File: src/rtl/assert_macros.svh
// Assertion macros used by the RTL files.
`ifndef ASSERT_MACROS_SVH
`define ASSERT_MACROS_SVH

// The property must hold at every rising clock edge outside of reset.
`define ASSERT_CLK(lbl, clk, rst_n, prop) \
  lbl: assert property (@(posedge clk) disable iff (!rst_n) prop) \
    else $error("assertion failed");

// The condition must never be true at a rising clock edge outside of reset.
`define ASSERT_NEVER(lbl, clk, rst_n, cond) \
  lbl: assert property (@(posedge clk) disable iff (!rst_n) !(cond)) \
    else $error("forbidden condition seen");

`endif

File: src/rtl/b64_pkg.sv
package b64_pkg;

  localparam int unsigned ByteW  = 8;
  localparam int unsigned SextW  = 6;
  localparam int unsigned GroupW = 24;
  localparam int unsigned MaxRes = 4;

  localparam logic [ByteW-1:0] CharUpperA = 8'h41;
  localparam logic [ByteW-1:0] CharLowerA = 8'h61;
  localparam logic [ByteW-1:0] CharZero   = 8'h30;
  localparam logic [ByteW-1:0] CharPlus   = 8'h2B;
  localparam logic [ByteW-1:0] CharSlash  = 8'h2F;
  localparam logic [ByteW-1:0] CharPad    = 8'h3D;

  localparam logic [SextW:0] InvalidCode = 7'd64;

  typedef logic [ByteW-1:0] byte_t;
  typedef logic [MaxRes-1:0][ByteW-1:0] res_bytes_t;

  function automatic byte_t b64_char(logic [SextW-1:0] v);
    byte_t c;
    if (v < 6'd26) begin
      c = CharUpperA + {2'b00, v};
    end else if (v < 6'd52) begin
      c = CharLowerA + {2'b00, v} - 8'd26;
    end else if (v < 6'd62) begin
      c = CharZero + {2'b00, v} - 8'd52;
    end else if (v == 6'd62) begin
      c = CharPlus;
    end else begin
      c = CharSlash;
    end
    return c;
  endfunction

  function automatic logic [SextW:0] b64_value(byte_t c);
    logic [SextW:0] v;
    if (c inside {[8'h41:8'h5A]}) begin
      v = {1'b0, 6'(c - CharUpperA)};
    end else if (c inside {[8'h61:8'h7A]}) begin
      v = {1'b0, 6'(c - 8'h47)};
    end else if (c inside {[8'h30:8'h39]}) begin
      v = {1'b0, 6'(c + 8'd4)};
    end else if (c == CharPlus) begin
      v = 7'd62;
    end else if (c == CharSlash) begin
      v = 7'd63;
    end else begin
      v = InvalidCode;
    end
    return v;
  endfunction

endpackage

File: src/rtl/b64_in_if.sv
interface b64_in_if;
  logic            valid;
  logic            ready;
  b64_pkg::byte_t  data_byte;
  logic            last_byte;

  modport source (output valid, output data_byte, output last_byte, input ready);
  modport sink   (input valid, input data_byte, input last_byte, output ready);
endinterface

File: src/rtl/b64_out_if.sv
interface b64_out_if;
  logic            valid;
  logic            ready;
  b64_pkg::byte_t  out_byte;
  logic            run_last;
  logic            message_end;

  modport source (output valid, output out_byte, output run_last, output message_end,
                  input ready);
  modport sink   (input valid, input out_byte, input run_last, input message_end,
                  output ready);
endinterface

File: src/rtl/base64_codec.sv
// Channel   Direction  Payload
// in_i      sink       data_byte[7:0], last_byte
// out_o     source     out_byte[7:0], run_last, message_end
// cfg       write      cfg_we_i, cfg_wdata_i (decode_mode)
//
// One input item is taken per cycle while the result buffer is free.
// An item gives zero to four results, sent one per cycle from the buffer
// while out_o is ready.
// A new item is taken in the cycle that the last buffered result transfers.
// Reset clears the group state, the buffer valid flag and decode_mode; stalls on
// out_o hold the buffer and stall in_i.
`include "assert_macros.svh"

module base64_codec (
  input  logic      clk_i,
  input  logic      rst_ni,
  input  logic      cfg_we_i,
  input  logic      cfg_wdata_i,
  b64_in_if.sink    in_i,
  b64_out_if.source out_o
);

  logic                          mode_q;
  logic [b64_pkg::GroupW-1:0]    gb_q, gb_d;
  logic [1:0]                    gc_q, gc_d;
  logic                          stop_q, stop_d;

  logic                          buf_v_q;
  logic [1:0]                    idx_q, last_q;
  b64_pkg::res_bytes_t           bytes_q;
  logic                          end_q;

  logic                          in_fire, out_fire;
  b64_pkg::res_bytes_t           res;
  logic [2:0]                    res_n;

  logic [2:0]                    enc_cnt;
  logic [b64_pkg::GroupW-1:0]    enc_bits, pad_bits;
  logic [b64_pkg::SextW:0]       val;
  logic                          val_ok;
  logic [b64_pkg::GroupW-1:0]    dec_bits;
  logic [2:0]                    dec_cnt;

  assign in_fire  = in_i.valid & in_i.ready;
  assign out_fire = out_o.valid & out_o.ready;

  assign in_i.ready        = !buf_v_q || (out_o.ready && (idx_q == last_q));
  assign out_o.valid       = buf_v_q;
  assign out_o.out_byte    = bytes_q[idx_q];
  assign out_o.run_last    = (idx_q == last_q);
  assign out_o.message_end = end_q;

  always_comb begin
    enc_cnt  = {1'b0, gc_q} + 3'd1;
    enc_bits = {gb_q[15:0], in_i.data_byte};
    pad_bits = (enc_cnt == 3'd1) ? {in_i.data_byte, 16'h0000}
                                 : {gb_q[7:0], in_i.data_byte, 8'h00};
    val      = b64_pkg::b64_value(in_i.data_byte);
    val_ok   = !val[b64_pkg::SextW];
    dec_bits = val_ok ? {gb_q[17:0], val[b64_pkg::SextW-1:0]} : gb_q;
    dec_cnt  = val_ok ? ({1'b0, gc_q} + 3'd1) : {1'b0, gc_q};

    res    = '0;
    res_n  = 3'd0;
    gb_d   = gb_q;
    gc_d   = gc_q;
    stop_d = stop_q;

    if (!mode_q) begin
      if (enc_cnt == 3'd3) begin
        res[0] = b64_pkg::b64_char(enc_bits[23:18]);
        res[1] = b64_pkg::b64_char(enc_bits[17:12]);
        res[2] = b64_pkg::b64_char(enc_bits[11:6]);
        res[3] = b64_pkg::b64_char(enc_bits[5:0]);
        res_n  = 3'd4;
        gb_d   = '0;
        gc_d   = 2'd0;
      end else begin
        if (in_i.last_byte) begin
          res[0] = b64_pkg::b64_char(pad_bits[23:18]);
          res[1] = b64_pkg::b64_char(pad_bits[17:12]);
          res[2] = (enc_cnt == 3'd2) ? b64_pkg::b64_char(pad_bits[11:6])
                                     : b64_pkg::CharPad;
          res[3] = b64_pkg::CharPad;
          res_n  = 3'd4;
        end
        gb_d = enc_bits;
        gc_d = enc_cnt[1:0];
      end
    end else if (!stop_q) begin
      if (dec_cnt == 3'd4) begin
        res[0] = dec_bits[23:16];
        res[1] = dec_bits[15:8];
        res[2] = dec_bits[7:0];
        res_n  = 3'd3;
        gb_d   = '0;
        gc_d   = 2'd0;
      end else begin
        if ((!val_ok || in_i.last_byte) && (dec_cnt == 3'd2)) begin
          res[0] = dec_bits[11:4];
          res_n  = 3'd1;
        end else if ((!val_ok || in_i.last_byte) && (dec_cnt == 3'd3)) begin
          res[0] = dec_bits[17:10];
          res[1] = dec_bits[9:2];
          res_n  = 3'd2;
        end
        gb_d = val_ok ? dec_bits : '0;
        gc_d = val_ok ? dec_cnt[1:0] : 2'd0;
      end
      stop_d = !val_ok;
    end

    if (in_i.last_byte) begin
      gb_d   = '0;
      gc_d   = 2'd0;
      stop_d = 1'b0;
    end
  end

  always_ff @(posedge clk_i or negedge rst_ni) begin
    if (!rst_ni) begin
      mode_q <= 1'b0;
      gb_q   <= '0;
      gc_q   <= 2'd0;
      stop_q <= 1'b0;
    end else if (cfg_we_i) begin
      mode_q <= cfg_wdata_i;
      gb_q   <= '0;
      gc_q   <= 2'd0;
      stop_q <= 1'b0;
    end else if (in_fire) begin
      gb_q   <= gb_d;
      gc_q   <= gc_d;
      stop_q <= stop_d;
    end
  end

  always_ff @(posedge clk_i or negedge rst_ni) begin
    if (!rst_ni) begin
      buf_v_q <= 1'b0;
      idx_q   <= 2'd0;
      last_q  <= 2'd0;
    end else if (in_fire && (res_n != 3'd0)) begin
      buf_v_q <= 1'b1;
      idx_q   <= 2'd0;
      last_q  <= 2'(res_n - 3'd1);
    end else if (out_fire) begin
      if (idx_q == last_q) begin
        buf_v_q <= 1'b0;
      end else begin
        idx_q <= idx_q + 2'd1;
      end
    end
  end

  always_ff @(posedge clk_i) begin
    if (in_fire && (res_n != 3'd0)) begin
      bytes_q <= res;
      end_q   <= in_i.last_byte;
    end
  end

  `ASSERT_CLK(a_idx_in_range, clk_i, rst_ni, buf_v_q |-> (idx_q <= last_q))
  `ASSERT_CLK(a_msg_end_clears, clk_i, rst_ni,
              (in_fire && in_i.last_byte) |=> ((gc_q == 2'd0) && !stop_q))
  `ASSERT_NEVER(a_enc_count, clk_i, rst_ni, !mode_q && (gc_q == 2'd3))
  `ASSERT_CLK(a_run_continues, clk_i, rst_ni,
              (out_fire && !out_o.run_last) |=> out_o.valid)

endmodule
File: src/flat_wrapper.sv
// flat-port wrapper written by rule: the top's interface ports become plain ports
module base64_codec_flat 
  (clk_i, rst_ni, cfg_we_i, cfg_wdata_i, in_i_valid, in_i_data_byte, in_i_last_byte, in_i_ready, out_o_valid, out_o_out_byte, out_o_run_last, out_o_message_end, out_o_ready);
  b64_in_if in_i_i ();
  b64_out_if out_o_i ();
  input  logic clk_i;
  input  logic rst_ni;
  input  logic cfg_we_i;
  input  logic cfg_wdata_i;
  input wire logic [$bits(in_i_i.valid)-1:0] in_i_valid;
  input wire logic [$bits(in_i_i.data_byte)-1:0] in_i_data_byte;
  input wire logic [$bits(in_i_i.last_byte)-1:0] in_i_last_byte;
  output wire logic [$bits(in_i_i.ready)-1:0] in_i_ready;
  output wire logic [$bits(out_o_i.valid)-1:0] out_o_valid;
  output wire logic [$bits(out_o_i.out_byte)-1:0] out_o_out_byte;
  output wire logic [$bits(out_o_i.run_last)-1:0] out_o_run_last;
  output wire logic [$bits(out_o_i.message_end)-1:0] out_o_message_end;
  input wire logic [$bits(out_o_i.ready)-1:0] out_o_ready;
  assign in_i_i.valid = in_i_valid;
  assign in_i_i.data_byte = in_i_data_byte;
  assign in_i_i.last_byte = in_i_last_byte;
  assign in_i_ready = in_i_i.ready;
  assign out_o_valid = out_o_i.valid;
  assign out_o_out_byte = out_o_i.out_byte;
  assign out_o_run_last = out_o_i.run_last;
  assign out_o_message_end = out_o_i.message_end;
  assign out_o_i.ready = out_o_ready;
  base64_codec u_core (.clk_i(clk_i), .rst_ni(rst_ni), .cfg_we_i(cfg_we_i), .cfg_wdata_i(cfg_wdata_i), .in_i(in_i_i), .out_o(out_o_i));
endmodule
File: config.mk
export PLATFORM = sky130hd
export DESIGN_NAME = base64_codec_flat
export DESIGN_NICKNAME = d
export VERILOG_FILES = /design/src/rtl/b64_pkg.sv /design/src/rtl/b64_in_if.sv /design/src/rtl/b64_out_if.sv /design/src/rtl/base64_codec.sv /design/src/flat_wrapper.sv
export VERILOG_INCLUDE_DIRS = /design/src /design/src/rtl
export SDC_FILE = /design/constraint.sdc
export NUM_CORES = 1
export LEC_CHECK = 0
export ABC_AREA = 1
export BUFFER_PORTS_ARGS = -buffer_cell sky130_fd_sc_hd__buf_2
export CORE_AREA = 2 2 109 111
export CTS_BUF_LIST = sky130_fd_sc_hd__clkbuf_4
export CTS_CLUSTER_DIAMETER = 60
export DETAILED_ROUTE_END_ITERATION = 10
export DIE_AREA = 0 0 111 113
export PLACE_DENSITY = 0.88
export SLEW_MARGIN = 10
export SYNTH_ARGS = -nofsm -noshare
export SYNTH_HDL_FRONTEND = slang
export SYNTH_SLANG_ARGS = --single-unit
File: constraint.sdc
create_clock -name clk_i -period 6 [get_ports clk_i]
set_input_delay 0 -clock clk_i [delete_from_list [all_inputs] [get_ports clk_i]]
set_output_delay 0 -clock clk_i [all_outputs]
set_load 0.005 [all_outputs]
Yosys cells after proc, flatten, opt, wreduce, memory -nomap -nowiden --
Index checks and enable logic that the tools add are counted.
Word-level totals: output and inout bits 12, register bits 66
Cells by class: multiplexer cells 82, $add $sub $neg 41, reductions and logical operators 19, bitwise operators 2, eq/ne operators 18, magnitude comparators 28
Operators with widths (number):
- 24-bit 2-to-1 mux | 12
- 8-bit 2-to-1 mux | 26
- 7-bit by 6-bit adder with 8-bit output, first input constant | 14
- 6-bit < comparator, second input constant | 14
- 8-bit by 5-bit subtractor with 8-bit output, second input constant | 7
- 8-bit by 6-bit subtractor with 8-bit output, second input constant | 7
- 6-bit by 6-bit adder with 7-bit output, first input constant | 7
- 6-bit equality test, second input constant | 7
- 6-bit by 5-bit < comparator with 1-bit output, second input constant | 7
- 3-bit 2-to-1 mux | 13
- 7-bit 2-to-1 mux | 5
- 16-bit 2-to-1 mux | 2
- 32-bit 2-to-1 mux | 1
- 30-bit 2-to-1 mux | 1
- 2-bit 2-to-1 mux | 13
- 8-bit binary-select mux with 2-bit select | 1
- 8-bit by 6-bit equality test with 1-bit output, second input constant | 2
- 8-bit by 7-bit greater-or-equal comparator with 1-bit output, second input constant | 2
- 8-bit by 7-bit <= comparator with 1-bit output, second input constant | 2
- 3-bit by 2-bit equality test with 1-bit output, second input constant | 4
- 8-bit by 6-bit greater-or-equal comparator with 1-bit output, second input constant | 1
- 8-bit by 6-bit <= comparator with 1-bit output, second input constant | 1
- 1-bit 2-to-1 mux | 8
- 2-bit AND reduction | 4
- 18 further kinds | 29

Longest topological paths before layout --
depth after elaboration 18, gate-level depth with buffers 22, depth with buffers taken out 20

Worst setup path before layout --
No wires, ideal clock.
kind input port to flip-flop, start in in_i_data_byte[4], end reg u_core.idx_q[0], path slack 1035 ps, setup time 119 ps, cell stages on the path 21, data arrival time 4846 ps, cell sequence buf_4 -> clkinv_1 -> ha_1 -> nand2_1 -> inv_1 -> nand3_1 -> nand2_1 -> a21oi_4 -> nand3_2 -> buf_6 -> buf_2 -> ha_1 -> nand3_4 -> buf_2 -> a21oi_1 -> inv_1 -> ha_1 -> a21oi_1 -> inv_1 -> nand3b_1 -> inv_1
Between the ends: cells in the longest elaborated chain, start to end 18, elaborated cells on any way between the ends 34, classes of those cells order compare: 6; eq/ne: 6; mux: 12; reduce/logical: 10
Ends and longest elaborated chain:
- start, declared | line flat_wrapper.sv:11 | input wire logic [$bits(in_i_i.data_byte)-1:0] in_i_data_byte;
- parallel branches: the longest is 5 deep, another holds 8-bit by 6-bit greater-or-equal comparator with 1-bit output
- 7-bit 2-to-1 mux * | line b64_pkg.sv:38 | if (c inside {[8'h41:8'h5A]}) begin
- 3-bit 2-to-1 mux | line base64_codec.sv:61 | dec_cnt = val_ok ? ({1'b0, gc_q} + 3'd1) : {1'b0, gc_q};
- 3-bit by 2-bit equality test with 1-bit output | line base64_codec.sv:102 | end else if ((!val_ok || in_i.last_byte) && (dec_cnt == 3'd3)) begin
- 1-bit logical AND | line base64_codec.sv:102
- 2-bit 2-to-1 mux | line base64_codec.sv:102
- 2-bit 2-to-1 mux | line base64_codec.sv:99 | if ((!val_ok || in_i.last_byte) && (dec_cnt == 3'd2)) begin
- 3-bit 2-to-1 mux * | line base64_codec.sv:91 | if (dec_cnt == 3'd4) begin
- 3-bit 2-to-1 mux * | line base64_codec.sv:90 | end else if (!stop_q) begin
- 3-bit 2-to-1 mux * | line base64_codec.sv:69 | if (!mode_q) begin
- 3-bit nonzero test * | line base64_codec.sv:143 | end else if (in_fire && (res_n != 3'd0)) begin
- 1-bit logical AND * | line base64_codec.sv:143
- 2-bit by 1-bit != test with 1-bit output (no source line) / 2-bit nonzero test (equally long branches)
- 2-bit AND reduction (no source line)
- end signal, assigned | line base64_codec.sv:151 | idx_q <= idx_q + 2'd1;
- end, declared | line base64_codec.sv:29 | logic [1:0] idx_q, last_q;
Mark *: on every way between the ends. A chain may end at the register's enable or synchronous reset.

==> results.ini <==
[critical_path]
r2r_cells = 20
criticalPathCategory = register to register
required_ns = 6.27
path_max_fanout = 19
cp_num_buf_inv = 7
regToRegSetupSlack_ns = 1.99
path_cells = inv_1, ha_1, buf_4, inv_2, nand2_1, o21ai_0, inv_1, ha_1, inv_1, nor2_1, inv_1, nand2_1, nand2_1, inv_1, nand2_1, o211ai_1, o21ai_0, o21ai_0, nand2_1, nand3_1
reg2reg_to = u_core.bytes_q[12]
crit_family = simple AND/OR/NAND/NOR gates
cp.arrival_ns = 4.28
critPathMaxStageDelay_ns = 0.51
crit_start = u_core.gc_q[0]
start_kind = register
cp_slowest_cell = nor2_1
r2r_start = u_core.gc_q[0]
cp-endpoint = u_core.bytes_q[12]
critPathCaptureType = register
crit_cells = 20

[cells_and_area]
diodes = 0
fin_nets = 1282
area_delta_synth_final_pct = 4.32
drive_gt1_frac = 0.0780
seq_area_sq_mm = 0.00182
fillers = 998
final_util = 0.721
finalNonFillerCells = 1336
multi_input_area_sq_mm = 0.00521

[logic_synthesis]
synth_cell_type_count = 54
ys_ff_latch = 66
seq_area_frac_synth = 0.233
synth_top_area_share = 0.151
avgSynthCellArea_sq_um = 6.60
postSynthNetCount = 1275
ys_warn_count = 0
synth_area_leaders = nand2_1, edfxtp_1, ha_1
synth_top_cell_by_area = nand2_1
synthCells = 1181
netlist_area_sq_mm = 0.00779

[clock_network]
clock-sinks = 66
cts-buffers-inserted = 9
root_buffer = clkbuf_4
clk_pin_slew_ns = 0.13
cts_tree = done
cts.htree.levels = 3
clock_latency_ns = 0.42
clock_path_buffers = 2
cts_setup_buffers = 0

[grt]
grt_pass1_vias = 7500
overflow = 0
antenna_found_initial = 1
grt_pass1_wl_mm = 38.5
grt_util_all_layers = 0.379
grt_max_degree = 40

[routing]
vias = 8381
totalWireLength_mm = 24.0
drtIter0Drc = 1183
firstDrtPassIters = 6
drc_errors = 0
wire_per_inst_um = 17.9
detail-route-antenna-nets = 0
via_per_inst = 6.27

[placement]
io_buffers = 26
place_inst = 1314
place_congestion = 0.992
dp_hpwl_mm = 17.9

[die]
fp.dieH_um = 113
die-area_sq_mm = 0.0125
coreArea_sq_mm = 0.0113
initial_core_util = 0.691
die_x_um = 111
io_pins = 27
rows = 39

[status]
outcome = finished clean

[sta]
rsz0062_at_grt = false
hold_violations = 0
fmax_mhz = 249
fin_crit_ns = 4.01
setup_violations = 0
worst_pin_slew_ns = 1.16
whs_ns = 0.158
setup_tns_ns = 0
finClkSkew_ns = 0.0169
post-route-period-util = 0.668
slew_viol_final = 0
max-slew-margin-rel = 0.223

[power_and_ir_drop]
powerDensity_mw_per_mm2 = 244
peakVddDrop_mv = 0.404
power.leakage_nw = 3.75

[worst_hold_path]
hp-class = primary input to async pin

[job]
cap_violations = 0

where the power goes:
| group | switching (W) | internal (W) | total (W) |
|---|---|---|---|
| Sequential | 0.0000892 | 0.000553 | 0.000642 |
| Clock | 0.000184 | 0.000172 | 0.000357 |
| Combinational | 0.000666 | 0.000316 | 0.000982 |
| Total | 0.000940 | 0.00104 | 0.00198 |
cells by family after synthesis:
family                     Yosys count  synth area share
AOI/OAI and AO/OA                  307             0.221
xor gates and xnor gates            30            0.0337
adders and majority gates           79             0.127
buffers and inverters              178            0.0993
DFF                                 66             0.233
muxes                                1           0.00129
and+or+nand+nor                    520             0.284
layout by cell type, fill, tap and decap left out, types with 3 or more instances in the layout:
cell and count:
a21boi_0 6, inv_2 13, or2_2 4, nand2_1 314
dlygate4sd3_1 6, nand2_2 9, o21ai_1 37, o21ai_0 108
clkinv_4 3, buf_4 5, buf_2 26, a21oi_1 84
dfrtp_1 33, nand3_1 81, a211oi_1 3, o22ai_1 15
nor3_1 10, o31ai_1 5, a32oi_1 3, nor2_1 78
ha_1 79, inv_1 118, clkbuf_4 9, o211ai_1 17
xnor2_1 8, nand2_4 3, nand4_1 8, clkinv_1 3
edfxtp_1 33, nor2_4 3, xor2_1 22, a31oi_1 14
synth_stat cells (all sizes together):
cell and count:
o21ai 147, or2 5, nand4 8, a22oi 1
a21boi 6, nor4 1, xnor2 8, clkinv 4
o21a 2, edfxtp 33, nand2 326, o32ai 2
clkbuf 15, o22ai 15, a21oi 86, and2 1
nand3 83, o31ai 5, inv 133, a31o 1
o221ai 2, a211oi 3, mux2i 1, a32oi 3
dfrtp 33, ha 79, o31a 1, xor2 22
a41oi 1, nor2 83, nor3 11, o211ai 17
a31oi 15, buf 26, nand3b 2
worst register-to-register path: cells and delay by family (launching register included):
kind	cells	cell delay (ns)
adders and majority gates	2	0.37
DFF	1	0.44
AOI/OAI and AO/OA	4	0.88
and+or+nand+nor	7	1.09
buffers and inverters	7	1.08
per-layer routing:
| layer | vias up | routed length [um] | track usage |
|---|---|---|---|
| met1 | 3816 | 9710 | 0.519 |
| met2 | 512 | 10900 | 0.618 |
| met4 | 0 | 778 | 0.126 |
| met5 | - | 0 | 0 |
| met3 | 74 | 2590 | 0.0595 |
| li1 | 3979 | - | - |
worst min-delay path by stage:
stage	slack (ns)	from	to
after floorplan	-0.30	rst_ni	u_core.gb_q[0]
after global placement	0.11	rst_ni	u_core.idx_q[1]
after detailed placement	0.11	rst_ni	u_core.idx_q[0]
after CTS	0.15	in_i_data_byte[2]	u_core.gb_q[2]
after global routing	0.20	rst_ni	u_core.idx_q[0]
final	0.16	rst_ni	u_core.idx_q[1]
registers in the layout, indices dropped and copies added (netlist names):
name                      cells
u_core.stop_q                 1
u_core.out_o.message_end      1
u_core.mode_q                 1
u_core.last_q                 2
u_core.idx_q                  2
u_core.bytes_q               32
u_core.gc_q                   2
u_core.gb_q                  24
u_core.out_o.valid            1
area by class of cell:
type	count	share of cell area
Clock buffer	9	0.00832
Clock inverter	7	0.0123
Multi-Input combinational cell	937	0.641
Sequential cell	66	0.224
Tap cell	143	0.0220
Timing Repair Buffer	37	0.0280
Inverter	137	0.0645
what timing repair did:
action / 4_1_cts / 5_1_grt
setup endpoints to repair: 0 / 0
hold endpoints to repair: 38 / 0
resized for setup: 0 / 0
hold buffers: 6 / 0
metrics by stage:
stage | power, W | area, sq um | setup slack, ns
2_1_floorplan | 0.00131 | 7790 | 1.04
3_3_place_gp | 0.00157 | 7900 | 1.81
6_report | 0.00198 | 8130 | 1.99
4_1_cts | 0.00194 | 8130 | 2.12
5_1_grt | 0.00211 | 8130 | 1.70
3_5_place_dp | 0.00159 | 7900 | 1.66
No activity file was read; power rests on OpenSTA's default activity.
